`config.mk`:
```
export PLATFORM = sky130hd
export DESIGN_NAME = jpeg_segment_carver_core_flat
export DESIGN_NICKNAME = d
export VERILOG_FILES = /design/src/design/jsc_pkg.sv /design/src/design/jsc_item_if.sv /design/src/design/jsc_result_if.sv /design/src/design/jsc_cfg_if.sv /design/src/design/jsc_in_stage.sv /design/src/design/jsc_parser.sv /design/src/design/jsc_out_stage.sv /design/src/design/jpeg_segment_carver_core.sv /design/src/flat_wrapper.sv
export SDC_FILE = /design/constraint.sdc
export NUM_CORES = 1
export LEC_CHECK = 0
export BUFFER_PORTS_ARGS = -buffer_cell sky130_fd_sc_hd__buf_2
export CORE_UTILIZATION = 62
export CTS_CLUSTER_DIAMETER = 30
export CTS_CLUSTER_SIZE = 24
export DETAILED_ROUTE_END_ITERATION = 12
export GPL_TIMING_DRIVEN = 0
export HOLD_SLACK_MARGIN = 0.15
export PLACE_DENSITY = 0.81
export SYNTH_ARGS = -nofsm -noshare
export SYNTH_HDL_FRONTEND = slang
export SYNTH_SLANG_ARGS = --single-unit
```
`constraint.sdc`:
```
create_clock -name clk -period 8.9 [get_ports clk]
set_input_delay 2.225 -clock clk [delete_from_list [all_inputs] [get_ports clk]]
set_output_delay 2.225 -clock clk [all_outputs]
set_load 0.02 [all_outputs]
```
`src/design/jsc_pkg.sv`:
```
`timescale 1ns / 1ps

package jsc_pkg;

	localparam logic [31:0] MAX_BYTES_RESET = 32'd20000000;

	localparam logic [1:0] REQ_NEXT  = 2'd0;
	localparam logic [1:0] REQ_FIRST = 2'd1;
	localparam logic [1:0] REQ_END   = 2'd2;

	localparam logic [7:0] BYTE_FF  = 8'hFF;
	localparam logic [7:0] MK_SOI   = 8'hD8;
	localparam logic [7:0] MK_RST0  = 8'hD0;
	localparam logic [7:0] MK_RST7  = 8'hD7;
	localparam logic [7:0] MK_EOI   = 8'hD9;
	localparam logic [7:0] MK_SOS   = 8'hDA;

	typedef enum logic [6:0] {
		PH_IDLE  = 7'b0000001,
		PH_MARK1 = 7'b0000010,
		PH_MARK2 = 7'b0000100,
		PH_LEN1  = 7'b0001000,
		PH_LEN2  = 7'b0010000,
		PH_BODY  = 7'b0100000,
		PH_SCAN  = 7'b1000000
	} phase_t;

	typedef enum logic [2:0] {
		ST_BUSY       = 3'd0,
		ST_COMPLETE   = 3'd1,
		ST_LIMIT      = 3'd2,
		ST_BAD_HEADER = 3'd3,
		ST_NO_MARKER  = 3'd4,
		ST_BAD_LENGTH = 3'd5,
		ST_TOO_SMALL  = 3'd6,
		ST_SRC_END    = 3'd7
	} status_t;

	typedef struct packed {
		logic [1:0] req_type;
		logic [7:0] data_byte;
	} item_t;

	typedef struct packed {
		logic [7:0] out_byte;
		logic       kept;
		logic       done_res;
		status_t    status;
	} res_t;

	typedef struct packed {
		phase_t      phase;
		logic [7:0]  marker;
		logic [16:0] seg_len;
		logic [16:0] seg_pos;
		logic [31:0] count;
		logic        last_ff;
		logic        b4z;
	} carve_state_t;

	localparam carve_state_t CARVE_IDLE = '{
		phase: PH_IDLE, marker: 8'h00, seg_len: 17'd0, seg_pos: 17'd0,
		count: 32'd0, last_ff: 1'b0, b4z: 1'b0
	};

	localparam carve_state_t CARVE_START = '{
		phase: PH_MARK1, marker: 8'h00, seg_len: 17'd0, seg_pos: 17'd0,
		count: 32'd0, last_ff: 1'b0, b4z: 1'b0
	};

	function automatic logic is_standalone(input logic [7:0] code);
		return (code == MK_SOI) || ((code >= MK_RST0) && (code <= MK_RST7)) ||
			(code == MK_EOI) || (code == MK_SOS);
	endfunction

endpackage

```
`src/design/jsc_item_if.sv`:
```
`timescale 1ns / 1ps

interface jsc_item_if;
	logic       valid;
	logic       ready;
	logic [1:0] req_type;
	logic [7:0] data_byte;

	modport source (output valid, output req_type, output data_byte, input ready);
	modport sink (input valid, input req_type, input data_byte, output ready);
	modport monitor (input valid, input req_type, input data_byte, input ready);
endinterface

```
`src/design/jsc_result_if.sv`:
```
`timescale 1ns / 1ps

interface jsc_result_if;
	logic       valid;
	logic       ready;
	logic [7:0] out_byte;
	logic       kept;
	logic       done_res;
	logic [2:0] status;

	modport source (output valid, output out_byte, output kept, output done_res,
		output status, input ready);
	modport sink (input valid, input out_byte, input kept, input done_res,
		input status, output ready);
	modport monitor (input valid, input out_byte, input kept, input done_res,
		input status, input ready);
endinterface

```
`src/design/jsc_cfg_if.sv`:
```
`timescale 1ns / 1ps

interface jsc_cfg_if;
	logic        valid;
	logic        ready;
	logic [31:0] max_bytes;

	modport source (output valid, output max_bytes, input ready);
	modport sink (input valid, input max_bytes, output ready);
	modport monitor (input valid, input max_bytes, input ready);
endinterface

```
`src/design/jsc_in_stage.sv`:
```
`timescale 1ns / 1ps

module jsc_in_stage import jsc_pkg::*; (
	input  logic   clk,
	input  logic   arst_n,
	jsc_item_if.sink item,
	input  logic   advance,
	output logic   valid_s1,
	output item_t  item_s1
);

	logic take;

	assign item.ready = !valid_s1 || advance;
	assign take = item.valid && item.ready;

	always_ff @(posedge clk or negedge arst_n) begin
		if (!arst_n) begin
			valid_s1 <= 1'b0;
		end else if (take) begin
			valid_s1 <= 1'b1;
		end else if (advance) begin
			valid_s1 <= 1'b0;
		end
	end

	always_ff @(posedge clk) begin
		if (take) begin
			item_s1 <= '{req_type: item.req_type, data_byte: item.data_byte};
		end
	end

endmodule

```
`src/design/jsc_parser.sv`:
```
`timescale 1ns / 1ps

module jsc_parser import jsc_pkg::*; (
	input  logic  clk,
	input  logic  arst_n,
	jsc_cfg_if.sink cfg,
	input  item_t item_s1,
	input  logic  advance,
	output res_t  res
);

	carve_state_t st_q;
	carve_state_t nxt;
	logic [31:0]  max_q;
	logic [31:0]  cnt_inc;
	logic [15:0]  len16;
	logic [7:0]   b;
	logic         bnd;
	logic         fin;
	status_t      fin_status;

	assign cfg.ready = 1'b1;
	assign b = item_s1.data_byte;

	always_comb begin
		nxt = st_q;
		res = '0;
		res.status = ST_BUSY;
		bnd = 1'b0;
		fin = 1'b0;
		fin_status = ST_COMPLETE;
		cnt_inc = st_q.count;
		len16 = '0;
		unique case (item_s1.req_type)
			REQ_END: begin
				if (st_q.phase != PH_IDLE) begin
					nxt.phase = PH_IDLE;
					res.done_res = 1'b1;
					res.status = ST_SRC_END;
				end
			end
			REQ_NEXT, REQ_FIRST: begin
				res.out_byte = b;
				if (item_s1.req_type == REQ_FIRST) begin
					nxt = CARVE_START;
				end
				if (nxt.phase != PH_IDLE) begin
					if (nxt.count == 32'd4) begin
						nxt.b4z = (b == 8'h00);
					end
					if ((nxt.count == 32'd5) && nxt.b4z && (b == 8'h00)) begin
						nxt.phase = PH_IDLE;
						res.done_res = 1'b1;
						res.status = ST_BAD_HEADER;
					end else begin
						cnt_inc = (&nxt.count) ? nxt.count : nxt.count + 32'd1;
						nxt.count = cnt_inc;
						res.kept = 1'b1;
						unique case (nxt.phase)
							PH_MARK1: begin
								if (b != BYTE_FF) begin
									nxt.phase = PH_IDLE;
									res.kept = 1'b0;
									res.done_res = 1'b1;
									res.status = ST_NO_MARKER;
								end else begin
									nxt.phase = PH_MARK2;
								end
							end
							PH_MARK2: begin
								nxt.marker = b;
								if (is_standalone(b)) begin
									if (b == MK_SOS) begin
										nxt.phase = PH_SCAN;
										nxt.last_ff = 1'b0;
									end else begin
										bnd = 1'b1;
									end
								end else begin
									nxt.phase = PH_LEN1;
								end
							end
							PH_LEN1: begin
								nxt.seg_len = {1'b0, b, 8'h00};
								nxt.phase = PH_LEN2;
							end
							PH_LEN2: begin
								len16 = {nxt.seg_len[15:8], b};
								if (len16 < 16'd2) begin
									nxt.phase = PH_IDLE;
									res.kept = 1'b0;
									res.done_res = 1'b1;
									res.status = ST_BAD_LENGTH;
								end else begin
									nxt.seg_len = {1'b0, len16} + 17'd2;
									nxt.seg_pos = 17'd4;
									if (nxt.seg_pos >= nxt.seg_len) begin
										bnd = 1'b1;
									end else begin
										nxt.phase = PH_BODY;
									end
								end
							end
							PH_BODY: begin
								nxt.seg_pos = nxt.seg_pos + 17'd1;
								if (nxt.seg_pos >= nxt.seg_len) begin
									bnd = 1'b1;
								end
							end
							PH_SCAN: begin
								if (nxt.last_ff && (b == MK_EOI)) begin
									nxt.marker = MK_EOI;
									fin = 1'b1;
									fin_status = ST_COMPLETE;
								end else begin
									nxt.last_ff = (b == BYTE_FF);
								end
							end
							default: begin
								nxt.phase = PH_IDLE;
								res.kept = 1'b0;
							end
						endcase
					end
				end
			end
			default: begin
			end
		endcase

		if (bnd) begin
			if (nxt.marker == MK_EOI) begin
				fin = 1'b1;
				fin_status = ST_COMPLETE;
			end else if (cnt_inc >= max_q) begin
				fin = 1'b1;
				fin_status = ST_LIMIT;
			end else begin
				nxt.phase = PH_MARK1;
			end
		end

		if (fin) begin
			nxt.phase = PH_IDLE;
			res.done_res = 1'b1;
			if (cnt_inc > 32'd2) begin
				res.status = fin_status;
				res.kept = 1'b1;
			end else begin
				res.status = ST_TOO_SMALL;
				res.kept = 1'b0;
			end
		end
	end

	always_ff @(posedge clk or negedge arst_n) begin
		if (!arst_n) begin
			st_q  <= CARVE_IDLE;
			max_q <= MAX_BYTES_RESET;
		end else begin
			if (advance) begin
				st_q <= nxt;
			end
			if (cfg.valid) begin
				max_q <= cfg.max_bytes;
			end
		end
	end

endmodule

```
`src/design/jsc_out_stage.sv`:
```
`timescale 1ns / 1ps

module jsc_out_stage import jsc_pkg::*; (
	input  logic clk,
	input  logic arst_n,
	input  logic valid_s1,
	input  res_t res,
	jsc_result_if.source result,
	output logic advance
);

	logic valid_s2;
	res_t res_s2;

	assign advance = valid_s1 && (!valid_s2 || result.ready);

	always_ff @(posedge clk or negedge arst_n) begin
		if (!arst_n) begin
			valid_s2 <= 1'b0;
		end else if (advance) begin
			valid_s2 <= 1'b1;
		end else if (result.ready) begin
			valid_s2 <= 1'b0;
		end
	end

	always_ff @(posedge clk) begin
		if (advance) begin
			res_s2 <= res;
		end
	end

	assign result.valid    = valid_s2;
	assign result.out_byte = res_s2.out_byte;
	assign result.kept     = res_s2.kept;
	assign result.done_res = res_s2.done_res;
	assign result.status   = res_s2.status;

endmodule

```
`src/design/jpeg_segment_carver_core.sv`:
```
`timescale 1ns / 1ps
// JPEG marker-segment carver. The item channel carries one byte per transaction
// with a request type: next byte, first byte of a new candidate, or source ended.
// Every item transaction yields exactly one result transaction, in order, which
// echoes the byte with a keep flag and, on the item that ends a carve, a final
// status. The configuration channel writes max_bytes; it is always ready, and the
// user must write it only while no item is in flight; the block does not enforce it.
// An accepted item is registered in the input stage, parsed into the result
// register when it advances, and offered on the result channel from that register.
// Throughput is one item per cycle while the result receiver keeps up; the
// combinational parse of the state machine and the 32-bit byte count compare
// against max_bytes set the clock.
// Reset clears both stages, puts the parser in the idle phase with all counters
// at zero, and loads max_bytes with 20000000.
// When the result receiver stalls, the result register holds its transaction,
// the input stage fills with one more item, and then item ready drops until the
// result is taken.

module jpeg_segment_carver_core import jsc_pkg::*; (
	input logic clk,
	input logic arst_n,
	jsc_item_if.sink item,
	jsc_result_if.source result,
	jsc_cfg_if.sink cfg
);

	logic  valid_s1;
	item_t item_s1;
	logic  advance;
	res_t  res;

	jsc_in_stage u_in_stage (
		.clk      (clk),
		.arst_n   (arst_n),
		.item     (item),
		.advance  (advance),
		.valid_s1 (valid_s1),
		.item_s1  (item_s1)
	);

	jsc_parser u_parser (
		.clk     (clk),
		.arst_n  (arst_n),
		.cfg     (cfg),
		.item_s1 (item_s1),
		.advance (advance),
		.res     (res)
	);

	jsc_out_stage u_out_stage (
		.clk      (clk),
		.arst_n   (arst_n),
		.valid_s1 (valid_s1),
		.res      (res),
		.result   (result),
		.advance  (advance)
	);

endmodule

```
`src/flat_wrapper.sv`:
```
// flat-port wrapper written by rule: the top's interface ports become plain ports
module jpeg_segment_carver_core_flat import jsc_pkg::*;
  (clk, arst_n, item_valid, item_req_type, item_data_byte, item_ready, result_valid, result_out_byte, result_kept, result_done_res, result_status, result_ready, cfg_valid, cfg_max_bytes, cfg_ready);
  jsc_item_if item_i ();
  jsc_result_if result_i ();
  jsc_cfg_if cfg_i ();
  input logic clk;
  input logic arst_n;
  input wire logic [$bits(item_i.valid)-1:0] item_valid;
  input wire logic [$bits(item_i.req_type)-1:0] item_req_type;
  input wire logic [$bits(item_i.data_byte)-1:0] item_data_byte;
  output wire logic [$bits(item_i.ready)-1:0] item_ready;
  output wire logic [$bits(result_i.valid)-1:0] result_valid;
  output wire logic [$bits(result_i.out_byte)-1:0] result_out_byte;
  output wire logic [$bits(result_i.kept)-1:0] result_kept;
  output wire logic [$bits(result_i.done_res)-1:0] result_done_res;
  output wire logic [$bits(result_i.status)-1:0] result_status;
  input wire logic [$bits(result_i.ready)-1:0] result_ready;
  input wire logic [$bits(cfg_i.valid)-1:0] cfg_valid;
  input wire logic [$bits(cfg_i.max_bytes)-1:0] cfg_max_bytes;
  output wire logic [$bits(cfg_i.ready)-1:0] cfg_ready;
  assign item_i.valid = item_valid;
  assign item_i.req_type = item_req_type;
  assign item_i.data_byte = item_data_byte;
  assign item_ready = item_i.ready;
  assign result_valid = result_i.valid;
  assign result_out_byte = result_i.out_byte;
  assign result_kept = result_i.kept;
  assign result_done_res = result_i.done_res;
  assign result_status = result_i.status;
  assign result_i.ready = result_ready;
  assign cfg_i.valid = cfg_valid;
  assign cfg_i.max_bytes = cfg_max_bytes;
  assign cfg_ready = cfg_i.ready;
  jpeg_segment_carver_core u_core (.clk(clk), .arst_n(arst_n), .item(item_i), .result(result_i), .cfg(cfg_i));
endmodule
```
==> metrics <==
max-cap violation count=0; number of enable flip-flop cells after synthesis=23; H-tree Lvls=4; Std-Cell Rows=46; Final Instance Count excl. Fillers=1,552; # setup viols final=0; Layout Area Growth over Synthesis=12.33%; diode count=0; clk sink count=140; io pins=63; Synth top area share=26.88%; Placed Cells=1,517; critical path fanouts, max=28; layout cells sized above 1=11.30%; DP Worst Slack=-2.705 ns; DR pass1 iterations=6; Unique masters post-synth=80; I/O Buffers=60; Die X=around 130 um; Worst Setup EP=u_core.u_out_stage.result.status[2]$_DFFE_PP_; CP max stage delay=about 0.45 ns; final setup margin=between 0.2 and 0.3 ns; cts bufs inserted=17; CP startpoint kind=flip-flop; relative slew slack=7.352%; outcome=finished clean; R2R Setup Slk=between 0.2 and 0.3 ns; syn nets=1,341; post-synthesis cell count=1,240; crit path DAT=~9 ns; vias=~11,000; count leader, synth=nand2_1; GRT met2 Usage=62.02%; nets=1,424; Critical R2R Launch=u_core.u_in_stage.item_s1[8]$_DFFE_PP_; Starting Density=63.30%; first-pass GRT wire length=53.35 mm; post-synthesis sequential area ratio=a little over a third; Area contributors post-synth=dfrtp_1 (27%), o21ai_0 (7.7%), nand2_1 (7.0%); CP required=9.09 ns; grt ovf=0; worst hold slack=0.4779 ns; Clock Path Buffers=2; Worst-Margin Slew=1.355 ns; LEAKAGE=4.810 nW; M3 GR Usage=14.53%; Synth Area per Inst=8.110 um2; DRT antenna net count=0; Placer Congestion=1.019; post-DR vias/cell=6.809; setup_tns=0 ns; largest net degree at the start of global routing=76; Clock Skews=0.01197 ns; Routed WL per cell=22.29 um; post-synth top area cell=dfrtp_1; worst setup path class=reg2reg; Hold Crit Class=reg2reg; Hold Crit Start=u_core.u_parser.st_q[56]$_DFFE_PN0P_; met1 Use GR=between 50% and 60%; Highest Clock Rate=about 120 MHz; reg2reg path depth=28; Crit. End Element=flip-flop; pwr/cell area=150.6 nW/um2; fin. max-slew vios=0; cell with the largest stage delay on the worst path=or3_1; Crit path top cell by count=clkbuf_2; initial antenna violation count=0; vias in the first global route=9,804; Hold Buf Count CTS=0; Core Box Area=~16,000 um2; Die Area=16,730 um2; Yosys reg bits=140; Most used DFF post-synth=dfrtp_1; Clk pin slew, worst setup/hold paths=0.06 ns; Synth warnings=0; final hold vios=0; ys async rst share=between 80% and 90%; Post-Synthesis Cell Area=between 10,000 and 15,000 um2; DP Wirelength=about 25 mm; worst vdd ir=approximately 0.15 mV; RSZ-0062 raised after global routing=no; busiest metal layer after global routing=met2; final worst-path cycle share=96.78%; Clock Latency Late Sink=0.45 ns; CTS tree=built; commonest cells in the netlist=nand2_1 (187), o21ai_0 (155), dfrtp_1 (108), nor2_1 (72), a21oi_1 (70); post-route cell area=11,300 um2; Root Buffer=clkbuf_16; critical path startpoint=u_core.u_in_stage.item_s1[8]$_DFFE_PP_; Post-DP Area=10,660 um2; Starting DRT DRC Count=1,519; die height=roughly 130 um; Tmin final=8.613 ns; worst r2r dst=u_core.u_out_stage.result.status[2]$_DFFE_PP_; Routed WL=~35 mm; GRT Resource Usage Total=approximately 43%; drc violations=0
-- repair_timing --
action	CTS	global route
resized for setup	11	1
pin swaps	1	2
setup buffers	0	5
gates cloned	0	0
setup endpoints to repair	11	6
-- routing by layer --
layer	vias up	part of all wire, %
met5	-	0
met4	0	3.1
met3	104	13
met2	829	43
met1	4942	41
li1	4693	-
-- worst max-delay path: cells and delay by family (launching register included) --
kind,cells,cell delay [ns]
buffers and inverters,9,2.61
DFF,1,0.39
adders and majority gates,2,0.64
AOI/OAI and AO/OA,9,2.48
and+or+nand+nor,7,1.92
muxes,1,0.32
-- area by class of cell --
class	count	area, um2
Clock buffer	17	425.4
Fill cell	1313	4589
Timing Repair Buffer	66	371.6
Multi-Input combinational cell	964	5893
Inverter	48	180.2
Sequential cell	140	3630
Buffer	86	384.1
Tap cell	216	270.3
Clock inverter	15	141.4
-- cells in the final DEF (no fill, tap or decap), types with 7 or more instances in the layout --
cell,count
ha_1,54
nand2_1,187
or4_1,9
xnor2_1,18
dfstp_2,9
nand4_1,31
o31ai_1,27
nand2b_1,16
o21ai_0,155
clkbuf_16,17
clkbuf_1,61
a21o_1,18
buf_2,68
inv_6,7
edfxtp_1,23
buf_4,10
nor4_1,21
nor3_1,26
a22o_1,15
nor2b_1,13
or3_1,15
inv_1,48
a21oi_1,70
nand3_1,39
dfrtp_1,108
a31oi_1,13
and3_1,18
nor2_1,72
and2_1,10
xor2_1,14
-- where the power goes --
group / switching (mW) / internal, mW / total (mW)
clock: 0.334 / 0.370 / 0.703
combinational: 0.199 / 0.0944 / 0.294
sequential: 0.0168 / 0.687 / 0.704
total: 0.550 / 1.15 / 1.70
-- metrics by stage --
stage	util (%)	total power [mW]
5_1_grt	71.11	1.749
4_1_cts	70.88	1.686
6_report	71.11	1.701
2_1_floorplan	-	0.8895
3_3_place_gp	66.90	0.9882
3_5_place_dp	67.11	0.9960
-- sequential cells by signal, summed over array words and instances (netlist names) --
register and flops:
u_core.u_out_stage.result.status 3, u_core.u_out_stage.result.kept 1, u_core.u_out_stage.result.out_byte 8, u_core.u_in_stage.item_s1 10, u_core.u_parser.max_q 32, u_core.u_out_stage.result.valid 1
u_core.u_parser.st_q 83, u_core.u_out_stage.result.done_res 1, u_core.u_in_stage.valid_s1 1
-- worst min path at each step --
stage,end,cells after the start,slack (ns)
2_1_floorplan,u_core.u_parser.st_q[1]$_DFFE_PN0P_,2,0.44
3_3_place_gp,u_core.u_parser.st_q[1]$_DFFE_PN0P_,2,0.46
3_5_place_dp,u_core.u_parser.st_q[72]$_DFFE_PN0P_,2,0.47
4_1_cts,u_core.u_parser.st_q[72]$_DFFE_PN0P_,2,0.49
5_1_grt,u_core.u_parser.st_q[1]$_DFFE_PN0P_,2,0.51
6_report,u_core.u_parser.st_q[56]$_DFFE_PN0P_,2,0.48
-- cell families after synthesis --
kind of cell / share of synthesized area (%)
compound gates: 22.72
xor+xnor: 2.787
fa+ha+maj: 6.719
buf+inv: 5.549
flops: 36.10
mux: 1.045
other cells: 0.03729
simple gates: 25.05
Note: power is estimated with default switching activity, not from simulation.
